<file path="src/hw/rtl/rrbm_pkg.sv">
// Package for the ROM/RAM bank mapper: field widths, codes, sequencer states
// and the structs passed between the decoder and the top level.
// No dependencies.
package rrbm_pkg;

  localparam int ADDR_W      = 16;
  localparam int DATA_W      = 8;
  localparam int PHYS_W      = 21;
  localparam int ROM_BANK_W  = 7;
  localparam int RAM_BANK_W  = 2;
  localparam int LOW_SEL_W   = 5;
  localparam int HIGH_SEL_W  = 2;
  localparam int ROM_CNT_W   = 8;
  localparam int RAM_CNT_W   = 3;
  localparam int CFG_IDX_W   = 2;
  localparam int CFG_DATA_W  = 8;
  localparam int ROM_OFS_W   = 14;
  localparam int RAM_OFS_W   = 13;

  localparam int DVD_W       = 7;
  localparam int DIV_W       = 8;
  localparam int DIV_STEPS   = DVD_W;
  localparam int DIV_CNT_W   = $clog2(DIV_STEPS + 1);

  localparam logic [ROM_CNT_W-1:0] MAX_ROM_BANKS   = 8'd128;
  localparam logic [RAM_CNT_W-1:0] MAX_RAM_BANKS   = 3'd4;
  localparam logic [ROM_CNT_W-1:0] SMALL_ROM_BANKS = 8'd32;
  localparam logic [RAM_CNT_W-1:0] SMALL_RAM_BANKS = 3'd1;
  localparam logic [3:0]           RAM_EN_KEY      = 4'hA;

  localparam logic [ROM_CNT_W-1:0] ROM_CNT_RESET = 8'd2;
  localparam logic [RAM_CNT_W-1:0] RAM_CNT_RESET = 3'd1;

  typedef enum logic [CFG_IDX_W-1:0] {
    CFG_ROM_BANK_COUNT = 2'd0,
    CFG_RAM_BANK_COUNT = 2'd1,
    CFG_RAM_PRESENT    = 2'd2
  } cfg_index_t;

  typedef enum logic [1:0] {
    TGT_ROM  = 2'd0,
    TGT_RAM  = 2'd1,
    TGT_OPEN = 2'd2
  } target_t;

  typedef enum logic [2:0] {
    REG_NONE,
    REG_RAM_EN,
    REG_LOW,
    REG_HIGH,
    REG_MODE
  } reg_sel_t;

  typedef enum logic [2:0] {
    ST_IDLE,
    ST_SW_GO,
    ST_SW_WAIT,
    ST_FX_GO,
    ST_FX_WAIT,
    ST_RB_GO,
    ST_RB_WAIT
  } state_t;

  typedef struct packed {
    target_t             target;
    logic [PHYS_W-1:0]   phys;
    logic                wr;
    logic [DATA_W-1:0]   wdata;
  } map_res_t;

  typedef struct packed {
    logic [ROM_BANK_W-1:0] fixed_bank;
    logic [ROM_BANK_W-1:0] switch_bank;
    logic [RAM_BANK_W-1:0] ram_bank;
    logic                  ram_ok;
  } bank_state_t;

endpackage

</file>
<file path="src/hw/rtl/rrbm_mod_unit.sv">
// Shared remainder unit: restoring division, one quotient bit per cycle.
// Depends on rrbm_pkg.
module rrbm_mod_unit (
  input  logic                      clk,
  input  logic                      rst,
  input  logic                      start,
  input  logic [rrbm_pkg::DVD_W-1:0] dividend,
  input  logic [rrbm_pkg::DIV_W-1:0] divisor,
  output logic                      done,
  output logic [rrbm_pkg::DVD_W-1:0] remainder
);
  import rrbm_pkg::*;

  logic                 busy;
  logic [DIV_CNT_W-1:0] cnt;
  logic [DIV_W-1:0]     rem;
  logic [DVD_W-1:0]     dvd;
  logic [DIV_W-1:0]     div;
  logic [DIV_W-1:0]     trial;

  // The partial remainder stays below the divisor, so its top bit is clear.
  assign trial = {rem[DIV_W-2:0], dvd[DVD_W-1]};

  always_ff @(posedge clk) begin
    if (rst) begin
      busy <= 1'b0;
      done <= 1'b0;
      cnt  <= '0;
    end else begin
      done <= busy && (cnt == DIV_CNT_W'(1));
      if (start) begin
        busy <= 1'b1;
        cnt  <= DIV_CNT_W'(DIV_STEPS);
      end else if (busy) begin
        cnt <= cnt - DIV_CNT_W'(1);
        if (cnt == DIV_CNT_W'(1)) begin
          busy <= 1'b0;
        end
      end
    end
  end

  always_ff @(posedge clk) begin
    if (start) begin
      rem <= '0;
      dvd <= dividend;
      div <= divisor;
    end else if (busy) begin
      rem <= (trial >= div) ? trial - div : trial;
      dvd <= {dvd[DVD_W-2:0], 1'b0};
    end
  end

  assign remainder = rem[DVD_W-1:0];

endmodule

</file>
<file path="src/hw/rtl/rrbm_decode.sv">
// Address decoder: maps one bus access to a target and physical address and
// names the bank register that a write selects. Depends on rrbm_pkg.
module rrbm_decode (
  input  logic                        op,
  input  logic [rrbm_pkg::ADDR_W-1:0] bus_address,
  input  logic [rrbm_pkg::DATA_W-1:0] write_data,
  input  rrbm_pkg::bank_state_t       banks,
  output rrbm_pkg::map_res_t          res,
  output rrbm_pkg::reg_sel_t          reg_sel
);
  import rrbm_pkg::*;

  logic ram_window;

  assign ram_window = (bus_address[15:13] == 3'b101) && banks.ram_ok;

  always_comb begin
    res.target = TGT_OPEN;
    res.phys   = '0;
    res.wr     = 1'b0;
    res.wdata  = '0;
    reg_sel    = REG_NONE;
    if (!op) begin
      priority if (bus_address[15:14] == 2'b00) begin
        res.target = TGT_ROM;
        res.phys   = {banks.fixed_bank, bus_address[ROM_OFS_W-1:0]};
      end else if (bus_address[15:14] == 2'b01) begin
        res.target = TGT_ROM;
        res.phys   = {banks.switch_bank, bus_address[ROM_OFS_W-1:0]};
      end else if (ram_window) begin
        res.target = TGT_RAM;
        res.phys   = {6'd0, banks.ram_bank, bus_address[RAM_OFS_W-1:0]};
      end else begin
        res.target = TGT_OPEN;
      end
    end else begin
      priority if (bus_address[15] == 1'b0) begin
        unique case (bus_address[14:13])
          2'b00: reg_sel = REG_RAM_EN;
          2'b01: reg_sel = REG_LOW;
          2'b10: reg_sel = REG_HIGH;
          default: reg_sel = REG_MODE;
        endcase
      end else if (ram_window) begin
        res.target = TGT_RAM;
        res.phys   = {6'd0, banks.ram_bank, bus_address[RAM_OFS_W-1:0]};
        res.wr     = 1'b1;
        res.wdata  = write_data;
      end else begin
        res.target = TGT_OPEN;
      end
    end
  end

endmodule

</file>
<file path="src/hw/rtl/rom_ram_bank_mapper.sv">
// Cartridge ROM/RAM bank mapper (top level).
// Depends on rrbm_pkg, rrbm_decode and rrbm_mod_unit.
//
// Usage: each word on the s_ channel is one CPU bus access; s_tuser is the
// access kind (0 read, 1 write). Each access gives exactly one result word on
// the m_ channel with the ROM, RAM or open-bus target in m_tuser and the
// physical address and RAM store request in m_tdata.
// The result is registered at acceptance and is valid on the next cycle.
// A write to the low bank, high bank or an honored mode register starts a
// bank recompute on one shared restoring-division unit: first the
// switchable ROM bank, then the fixed ROM bank in advanced mode and then
// the RAM bank when RAM is also present, so such a write holds off the next
// word until the recompute ends; other accesses start no recompute.
// The block takes a word only while no recompute runs and the output
// register is empty or being read, so a stalled receiver holds its word and
// stops input. Reset clears the bank registers to their power-on values and
// the configuration to 2 ROM banks, 1 RAM bank, no RAM. Configuration is
// written through cfg_we/cfg_index/cfg_wdata and takes effect at the next
// bank recompute and the next access.
module rom_ram_bank_mapper (
  input  logic                            clk,
  input  logic                            rst,
  input  logic                            s_tvalid,
  output logic                            s_tready,
  // [15:0] bus_address, [23:16] write_data
  input  logic [23:0]                     s_tdata,
  // [0] op
  input  logic                            s_tuser,
  output logic                            m_tvalid,
  input  logic                            m_tready,
  // [20:0] physical_address, [21] ram_write, [29:22] ram_write_data
  output logic [31:0]                     m_tdata,
  // [1:0] target
  output logic [1:0]                      m_tuser,
  input  logic                            cfg_we,
  input  logic [rrbm_pkg::CFG_IDX_W-1:0]  cfg_index,
  input  logic [rrbm_pkg::CFG_DATA_W-1:0] cfg_wdata
);
  import rrbm_pkg::*;

  logic [ROM_CNT_W-1:0]  rom_bank_count;
  logic [RAM_CNT_W-1:0]  ram_bank_count;
  logic                  ram_present;

  logic                  ram_enabled;
  logic [LOW_SEL_W-1:0]  low_bank_select;
  logic [HIGH_SEL_W-1:0] high_bank_select;
  logic                  advanced_mode;
  logic [ROM_BANK_W-1:0] fixed_area_bank;
  logic [ROM_BANK_W-1:0] switch_area_bank;
  logic [RAM_BANK_W-1:0] ram_bank;

  state_t state, state_next;

  logic                  accept;
  logic                  mode_ignored;
  logic                  recompute;
  logic [ROM_CNT_W-1:0]  roms;
  logic [RAM_CNT_W-1:0]  rams;
  logic [LOW_SEL_W-1:0]  low_new;

  bank_state_t           banks;
  map_res_t              res;
  reg_sel_t              reg_sel;

  logic                  div_start;
  logic [DVD_W-1:0]      div_dividend;
  logic [DIV_W-1:0]      div_divisor;
  logic                  div_done;
  logic [DVD_W-1:0]      div_rem;

  target_t               out_target;
  logic [PHYS_W-1:0]     out_phys;
  logic                  out_wr;
  logic [DATA_W-1:0]     out_wdata;

  assign s_tready = (state == ST_IDLE) && (!m_tvalid || m_tready);
  assign accept   = s_tvalid && s_tready;

  assign banks.fixed_bank  = fixed_area_bank;
  assign banks.switch_bank = switch_area_bank;
  assign banks.ram_bank    = ram_bank;
  assign banks.ram_ok      = ram_present && ram_enabled;

  rrbm_decode u_decode (
    .op          (s_tuser),
    .bus_address (s_tdata[ADDR_W-1:0]),
    .write_data  (s_tdata[ADDR_W+DATA_W-1:ADDR_W]),
    .banks       (banks),
    .res         (res),
    .reg_sel     (reg_sel)
  );

  rrbm_mod_unit u_mod (
    .clk       (clk),
    .rst       (rst),
    .start     (div_start),
    .dividend  (div_dividend),
    .divisor   (div_divisor),
    .done      (div_done),
    .remainder (div_rem)
  );

  assign mode_ignored = (rom_bank_count <= SMALL_ROM_BANKS) &&
                        (ram_bank_count <= SMALL_RAM_BANKS);
  assign recompute = (reg_sel == REG_LOW) || (reg_sel == REG_HIGH) ||
                     ((reg_sel == REG_MODE) && !mode_ignored);

  assign roms = (rom_bank_count == '0) ? ROM_CNT_W'(1) :
                (rom_bank_count > MAX_ROM_BANKS) ? MAX_ROM_BANKS : rom_bank_count;
  assign rams = (ram_bank_count == '0) ? RAM_CNT_W'(1) :
                (ram_bank_count > MAX_RAM_BANKS) ? MAX_RAM_BANKS : ram_bank_count;

  assign low_new = (s_tdata[ADDR_W+LOW_SEL_W-1:ADDR_W] == '0) ? LOW_SEL_W'(1) :
                   s_tdata[ADDR_W+LOW_SEL_W-1:ADDR_W];

  always_comb begin
    state_next = state;
    unique case (state)
      ST_IDLE:    if (accept && recompute) state_next = ST_SW_GO;
      ST_SW_GO:   state_next = ST_SW_WAIT;
      ST_SW_WAIT: if (div_done) state_next = advanced_mode ? ST_FX_GO : ST_IDLE;
      ST_FX_GO:   state_next = ST_FX_WAIT;
      ST_FX_WAIT: if (div_done) state_next = ram_present ? ST_RB_GO : ST_IDLE;
      ST_RB_GO:   state_next = ST_RB_WAIT;
      ST_RB_WAIT: if (div_done) state_next = ST_IDLE;
      default:    state_next = ST_IDLE;
    endcase
  end

  always_comb begin
    div_start    = 1'b0;
    div_dividend = {high_bank_select, low_bank_select};
    div_divisor  = roms;
    unique case (state)
      ST_SW_GO: begin
        div_start    = 1'b1;
      end
      ST_FX_GO: begin
        div_start    = 1'b1;
        div_dividend = {high_bank_select, {LOW_SEL_W{1'b0}}};
      end
      ST_RB_GO: begin
        div_start    = 1'b1;
        div_dividend = DVD_W'(high_bank_select);
        div_divisor  = DIV_W'(rams);
      end
      default: begin
        div_start    = 1'b0;
      end
    endcase
  end

  always_ff @(posedge clk) begin
    if (rst) begin
      state            <= ST_IDLE;
      m_tvalid         <= 1'b0;
      rom_bank_count   <= ROM_CNT_RESET;
      ram_bank_count   <= RAM_CNT_RESET;
      ram_present      <= 1'b0;
      ram_enabled      <= 1'b0;
      low_bank_select  <= LOW_SEL_W'(1);
      high_bank_select <= '0;
      advanced_mode    <= 1'b0;
      fixed_area_bank  <= '0;
      switch_area_bank <= ROM_BANK_W'(1);
      ram_bank         <= '0;
    end else begin
      state <= state_next;

      if (cfg_we) begin
        unique case (cfg_index)
          CFG_ROM_BANK_COUNT: rom_bank_count <= cfg_wdata[ROM_CNT_W-1:0];
          CFG_RAM_BANK_COUNT: ram_bank_count <= cfg_wdata[RAM_CNT_W-1:0];
          CFG_RAM_PRESENT:    ram_present    <= cfg_wdata[0];
          default: ;
        endcase
      end

      if (accept) begin
        m_tvalid <= 1'b1;
        unique case (reg_sel)
          REG_RAM_EN: ram_enabled <= (s_tdata[ADDR_W+3:ADDR_W] == RAM_EN_KEY);
          REG_LOW:    low_bank_select <= low_new;
          REG_HIGH:   high_bank_select <= s_tdata[ADDR_W+HIGH_SEL_W-1:ADDR_W];
          REG_MODE:   if (!mode_ignored) advanced_mode <= s_tdata[ADDR_W];
          default: ;
        endcase
      end else if (m_tready) begin
        m_tvalid <= 1'b0;
      end

      if (div_done) begin
        unique case (state)
          ST_SW_WAIT: begin
            switch_area_bank <= div_rem;
            if (!advanced_mode) begin
              fixed_area_bank <= '0;
              ram_bank        <= '0;
            end
          end
          ST_FX_WAIT: fixed_area_bank <= div_rem;
          ST_RB_WAIT: ram_bank <= div_rem[RAM_BANK_W-1:0];
          default: ;
        endcase
      end
    end
  end

  always_ff @(posedge clk) begin
    if (accept) begin
      out_target <= res.target;
      out_phys   <= res.phys;
      out_wr     <= res.wr;
      out_wdata  <= res.wdata;
    end
  end

  assign m_tuser = out_target;
  assign m_tdata = {2'b00, out_wdata, out_wr, out_phys};

endmodule
</file>
<file path="config.mk">
export PLATFORM = sky130hd
export DESIGN_NAME = rom_ram_bank_mapper
export DESIGN_NICKNAME = d
export VERILOG_FILES = /design/src/hw/rtl/rrbm_pkg.sv /design/src/hw/rtl/rrbm_mod_unit.sv /design/src/hw/rtl/rrbm_decode.sv /design/src/hw/rtl/rom_ram_bank_mapper.sv
export SDC_FILE = /design/constraint.sdc
export NUM_CORES = 1
export LEC_CHECK = 0
export BUFFER_PORTS_ARGS = -buffer_cell sky130_fd_sc_hd__buf_2
export CORE_MARGIN = 4
export CORE_UTILIZATION = 53
export CTS_CLUSTER_DIAMETER = 100
export DETAILED_ROUTE_END_ITERATION = 12
export HOLD_SLACK_MARGIN = 0.03
export PLACE_DENSITY = 0.76
export SLEW_MARGIN = 10
export SYNTH_ARGS = -nofsm -noshare
export SYNTH_HDL_FRONTEND = slang
export SYNTH_SLANG_ARGS = --single-unit
</file>
<file path="constraint.sdc">
create_clock -name clk -period 5.4 [get_ports clk]
set_input_delay 0.54 -clock clk [delete_from_list [all_inputs] [get_ports clk]]
set_output_delay 0.54 -clock clk [all_outputs]
set_load 0.02 [all_outputs]
</file>
==> reports/results.ini, run 1 <==
[drt]
routedWlPerCell_um = 15.0
dr.first_iter.drc_count = 109
ant_nets = 0
drc = 0
num_vias = 3199
routed_wirelength_um = 8910
routed_via_density = 5.39
dr.pass1.iters = 6

[finish]
syn2layout_area_growth_pct = 13.7
drive_above_1_share = 0.204
antenna_cells = 0
final_area_um2 = 5170
layout_commonest_cell = buf_2
layout.cells.non_filler = 594
fin_nets = 539
register_area_um2 = 2470
n_fill_cell = 679
multi_input_area_um2 = 1890
layout_common_cells = 73 x buf_2, 53 x dfxtp_1, 49 x nor2_1

[outcome]
status = finished, final reports clean

[placement]
io_buffer_count = 73
place_congestion = 0.812
dpl.cell_count = 578
hpwl_um = 6490
dpl-instance-area_um2 = 4960

[critical_path]
cpMaxStageDelayCell = dfxtp_1
arrival_ns = 2.39
cp-start-kind = flip-flop
crit_chain = nand2_1 > nand2_1 > inv_1 > nor2_1 > inv_1
path_max_fanout = 14
required_ns = 5.47
critPathMaxStageDelay_ns = 0.65
critPathKind = reg -> reg
regToRegSetupSlack_ns = 3.08
worst-path-buf-inv = 2
r2r_cells = 5
r2r-end = u_mod.dvd[4]$_DFFE_PP_
crit_family = simple AND/OR/NAND/NOR gates
r2r_start = state[2]$_SDFFE_PP0P_
endpoint_kind = flip-flop

[yosys]
netlist_instances = 418
netlist_area_um2 = 4540
seq_area_frac_synth = 0.544
avgSynthCellArea_um2 = 10.9
post_synth_num_cell_types = 53
ys_seq_elements = 100
yosysWarnings = 0
ys_async_sr_fraction = 0
synth_edf_count = 47
synth-main-ff-cell = dfxtp_1

[timing]
fmax_mhz = 432
rsz0062_at_grt = no
tightest_slew_ns = 0.826
relSlewSlack = 0.450
hold_viol = 0
finClkSkew_ns = 0.0150
setup_viol = 0
slew_violations = 0
setup-tns-final_ns = 0
min_period_over_period = 0.429
fin_crit_ns = 2.32

[flow_run]
maxCapViolations = 0

[global_routing]
grt_use_total = 0.181
grt_max_degree = 48
grt_pass1_wl_um = 14500
grt.overflow.total = 0
antenna_found_initial = 0
grt_pass1_vias = 3024

[floorplanning]
initial_core_util = 0.550
die_y_um = 101
die_w_um = 101
dieArea_um2 = 10100
num_rows = 33
io_pins = 76
core_area_um2 = 8260

[clocking]
cts_buffers = 9
cts_tree = yes
post_cts_buffers = 0
clkSlewWorstSetupHoldPaths_ns = 0.10
clock_sinks = 100
cts_hold_buf = 0
clk_latency_ns = 0.37
clockBufferDepth = 2
htreeDepth = 3
cts_resized = 0
root_buffer = clkbuf_8

[power_and_ir_drop]
power.leakage_nw = 2.16
ir_drop_mv = 0.174
p_per_area_nw_per_um2 = 339

[min_path]
hold_end = rom_bank_count[1]$_SDFFE_PP1P_
whs_path_depth = 2
hp-start = cfg_wdata[1]
worst_hold_path_type = in -> reg

registers in the layout, summed over array words and instances, names as in the netlist, 2 cells and up:
register,flops
fixed_area_bank,7
ram_bank_count,3
high_bank_select,2
m_tuser,2
out_phys,21
u_mod.div,8
u_mod.dvd,7
low_bank_select,5
ram_bank,2
out_wdata,8
state,3
u_mod.rem,7
rom_bank_count,8
u_mod.cnt,3
switch_area_bank,7
stage by stage:
stage	total power, W	hold WS [ns]	worst slack (ns)	util
after global placement	0.00126	0.449	3.14	0.601
after floorplan	0.00117	0.432	3.05	-
final	0.00175	0.405	3.08	0.626
after CTS	0.00176	0.383	3.10	0.626
after detailed placement	0.00127	0.457	3.09	0.601
after global routing	0.00184	0.400	2.86	0.626
layout make-up:
type | instances | area share
inverter | 24 | 0.0174
tap | 105 | 0.0254
multi-input combinational | 274 | 0.365
clock inverter | 6 | 0.0150
timing repair buffer | 75 | 0.0736
sequential | 100 | 0.479
clock buffer | 10 | 0.0247
worst max-delay path by stage:
stage / startpoint / to / slack, ns / cells after the start
after floorplan: m_tready / low_bank_select[0]$_SDFFE_PP1P_ / 3.05 / 5
after global placement: s_tdata[14] / low_bank_select[0]$_SDFFE_PP1P_ / 3.14 / 6
after detailed placement: s_tdata[14] / out_phys[7]$_DFFE_PP_ / 3.09 / 6
after CTS: state[2]$_SDFFE_PP0P_ / u_mod.dvd[4]$_DFFE_PP_ / 3.10 / 5
after global routing: state[2]$_SDFFE_PP0P_ / u_mod.dvd[4]$_DFFE_PP_ / 2.86 / 5
final: state[2]$_SDFFE_PP0P_ / u_mod.dvd[4]$_DFFE_PP_ / 3.08 / 5
logic make-up (layout without fill, tap and decap cells):
kind of cell | after synthesis | in the layout | share of synthesized area
AND/OR/NAND/NOR | 157 | 157 | 0.189
XOR/XNOR | 5 | 5 | 0.00964
other | 1 | 2 | 0.000825
multiplexers | 33 | 33 | 0.0727
buffers and inverters | 45 | 115 | 0.0416
AO/OA/AOI/OAI | 62 | 62 | 0.0994
adder cells (fa/ha/maj) | 15 | 15 | 0.0430
flip-flops | 100 | 100 | 0.544
synthesized netlist by cell type (3+ instances only):
| library cell | count | area share |
|---|---|---|
| nor2b_1 | 7 | 0.0096 |
| nor3b_1 | 3 | 0.0050 |
| a22oi_1 | 8 | 0.013 |
| nor4_1 | 5 | 0.0069 |
| nor3_1 | 4 | 0.0044 |
| buf_2 | 4 | 0.0044 |
| nand2_1 | 21 | 0.017 |
| and2_1 | 25 | 0.034 |
| a221o_1 | 7 | 0.015 |
| o21ai_0 | 11 | 0.012 |
| mux2i_1 | 33 | 0.073 |
| a32o_1 | 3 | 0.0066 |
| nand2b_1 | 7 | 0.0096 |
| inv_1 | 24 | 0.020 |
| edfxtp_1 | 47 | 0.31 |
| buf_4 | 4 | 0.0066 |
| xnor2_1 | 3 | 0.0058 |
| nor2_1 | 49 | 0.040 |
| dfxtp_1 | 53 | 0.23 |
| a21oi_1 | 14 | 0.015 |
| nand3b_1 | 9 | 0.015 |
| and3_1 | 10 | 0.014 |
| clkbuf_1 | 12 | 0.0099 |
| a211o_1 | 4 | 0.0077 |
| ha_1 | 14 | 0.039 |
| nand3_1 | 3 | 0.0033 |
where the power goes:
part           switching, W  internal (W)
Combinational      0.000191      0.000146
Sequential        0.0000613      0.000857
Clock              0.000270      0.000224
Total              0.000522       0.00123
routing by layer:
metal | vias to the layer above | global-route usage | wire [µm]
met1 | 1516 | 0.231 | 4000
met2 | 58 | 0.306 | 4500
met5 | - | 0 | 0
li1 | 1613 | - | -
met3 | 12 | 0.0318 | 258
met4 | 0 | 0.0725 | 145
worst reg2reg max path, delay by kind of cell (launching register included):
kind | cells | cell delay [ns]
buf+inv | 2 | 0.53
flops | 1 | 0.65
simple gates | 3 | 0.85
(Power assumes the default switching activity.)
==> run 2: changes to the inputs <==
- CORE_UTILIZATION: 53 -> 51
- clock period: 5.4 -> 2.1 ns (I/O delays scaled with it)
==> reports/results.ini, run 2 (synthesized netlist as in run 1, its figures left out) <==
[finish]
layout_common_cells = 73 x buf_2, 53 x dfxtp_1, 49 x nor2_1
fin_nets = 551  ; +2.2%
largest_reg_flops = 21  ; unchanged
antenna_cells = 0  ; unchanged
final_area_um2 = 5290  ; +2.5%
n_fill_cell = 726  ; +6.9%
syn2layout_area_growth_pct = 16.5
register_area_um2 = 2470  ; unchanged
layout_commonest_cell = buf_2
drive_above_1_share = 0.234  ; +0.0290
multi_input_area_um2 = 1930  ; +2.1%
regMostFlops = out_phys

[drt]
routed_wirelength_um = 9140  ; +2.6%
dr.first_iter.drc_count = 168  ; +54%
ant_nets = 0  ; unchanged
routed_via_density = 5.39  ; +0.13%
routedWlPerCell_um = 15.0  ; about the same
drc = 0  ; unchanged
num_vias = 3284  ; +2.7%
dr.pass1.iters = 5  ; -1

[outcome]
status = finished, final reports clean

[floorplanning]
core_area_um2 = 8680  ; +5.1%
io_pins = 76  ; unchanged
die_w_um = 102  ; +1.8%
num_rows = 34  ; +3.0%
dieArea_um2 = 10500  ; +3.6%
die_y_um = 102  ; +1.8%
initial_core_util = 0.524  ; -0.0267

[power_and_ir_drop]
clock_power_share = 0.265  ; -0.017
seqPwrFrac = 0.510  ; -0.015
p_sw_w = 0.00137  ; +160%
combPwrFrac = 0.225  ; +0.032
ir_drop_mv = 0.459  ; +160%
p_int_w = 0.00316  ; +160%
p_sw_frac = 0.302  ; +0.00360
power.leakage_nw = 2.21  ; +2.5%
p_per_area_nw_per_um2 = 855  ; +150%

[clocking]
clkSlewWorstSetupHoldPaths_ns = 0.09  ; about the same
cts_buffers = 9  ; unchanged
htreeDepth = 3  ; unchanged
clockBufferDepth = 2  ; unchanged
clk_latency_ns = 0.37  ; about the same
cts_tree = yes
root_buffer = clkbuf_8
clock_sinks = 100  ; unchanged

[timing]
setup_viol = 0  ; unchanged
relSlewSlack = 0.608  ; +0.159
tightest_slew_ns = 0.584  ; -0.242 ns
slew_violations = 0  ; unchanged
worst_slack_ns = 0.0566  ; -3.03 ns
hold_viol = 0  ; unchanged
fin_crit_ns = 2.04  ; -0.272 ns
finClkSkew_ns = 0.0119  ; -0.00312 ns
min_period_over_period = 0.973  ; +0.544
fmax_mhz = 489  ; +13%

[critical_path]
r2r_cells = 7  ; +2
critPathMaxStageDelay_ns = 0.33  ; -0.32 ns
crit_chain = buf_4 > ha_1 > and4_1 > a211oi_4 > nand3_1 > o21ai_4 > a221o_1
cp-endpoint = u_mod.rem[4]$_SDFFE_PN0P_
cp-start-kind = flip-flop
r2r-end = u_mod.rem[4]$_SDFFE_PN0P_
critPathKind = reg -> reg
cpMaxStageDelayCell = a211oi_4
endpoint_kind = flip-flop
path_max_fanout = 7  ; -7
crit_path_start = u_mod.rem[0]$_SDFFE_PN0P_
arrival_ns = 2.36  ; -0.03 ns
required_ns = 2.41  ; -3.06 ns
regToRegSetupSlack_ns = 0.06  ; -3.03 ns
r2r_start = u_mod.rem[0]$_SDFFE_PN0P_

[global_routing]
grt.overflow.total = 0  ; unchanged
grt_max_degree = 33  ; -31%
grt_pass1_vias = 3148  ; +4.1%
grt_use_total = 0.184  ; +0.00301
antenna_found_initial = 0  ; unchanged
grt_pass1_wl_um = 15100  ; +4.1%

[flow_run]
maxCapViolations = 0  ; unchanged

[placement]
hpwl_um = 6690  ; +3.1%
place_congestion = 0.833  ; +2.6%
place_ws_ns = -0.0688  ; -3.16 ns
io_buffer_count = 73  ; unchanged
dpl-instance-area_um2 = 5060  ; +2.0%

[min_path]
worst_hold_path_type = in -> reg

-- run 2: how the worst min path moves through the flow --
stage / from / to / slack [ns] / cells past startpoint
6_report: cfg_wdata[1] / rom_bank_count[1]$_SDFFE_PP1P_ / 0.06 / 2
5_1_grt: cfg_wdata[1] / rom_bank_count[1]$_SDFFE_PP1P_ / 0.06 / 2
4_1_cts: cfg_wdata[1] / rom_bank_count[1]$_SDFFE_PP1P_ / 0.05 / 2
3_5_place_dp: cfg_wdata[1] / rom_bank_count[1]$_SDFFE_PP1P_ / 0.44 / 2
3_3_place_gp: cfg_wdata[1] / rom_bank_count[1]$_SDFFE_PP1P_ / 0.44 / 2
2_1_floorplan: cfg_wdata[1] / rom_bank_count[1]$_SDFFE_PP1P_ / 0.33 / 1
-- run 2: per-layer routing --
layer	up-vias	GRT usage	share of wire	wire length (µm)
met5	-	0	0	0
met4	0	0.0777	0.021	189
met3	21	0.0321	0.035	323
met2	70	0.310	0.51	4670
met1	1561	0.235	0.43	3960
li1	1632	-	-	-
-- run 2: area by class of cell --
type	instances	share of cell area
Sequential cell	100	0.467
Multi-Input combinational cell	274	0.364
Timing Repair Buffer	87	0.0889
Clock buffer	11	0.0288
Tap cell	108	0.0255
Inverter	24	0.0177
Clock inverter	5	0.00827
-- run 2: timing repair --
action / in CTS / in global routing
hold buffers: 0 / 0
gates resized for setup: 4 / 3
endpoints found under the setup margin: 7 / 7
buffers inserted: 0 / 0
pin swaps: 2 / 1
gates cloned: 0 / 0
-- run 2: worst max-delay path, delay by kind of cell, from the launching register on --
kind / cells / cell delay, ns
AOI/OAI and AO/OA: 3 / 0.78
and+or+nand+nor: 2 / 0.40
adders and majority gates: 1 / 0.32
buffers and inverters: 1 / 0.16
DFF: 1 / 0.32
-- run 2: metrics by stage --
stage                      util  total power, W  setup TNS (ns)  std cells  hold WS [ns]
after floorplan               -         0.00300               0        419         0.328
after global placement    0.583         0.00327               0        593         0.439
after detailed placement  0.583         0.00332          -0.341        593         0.442
after CTS                 0.608         0.00453               0        609        0.0536
after global routing      0.610         0.00476        -0.00270        609        0.0644
final                     0.610         0.00453               0        609        0.0633
-- run 2: power by group through the flow --
stage / Sequential [W] / Clock (W) / Combinational [W]
after global routing: 0.00232 / 0.00131 / 0.00113
after detailed placement: 0.00235 / 0 / 0.000966
after floorplan: 0.00241 / 0 / 0.000588
after CTS: 0.00231 / 0.00123 / 0.000993
after global placement: 0.00235 / 0 / 0.000919
final: 0.00231 / 0.00120 / 0.00102
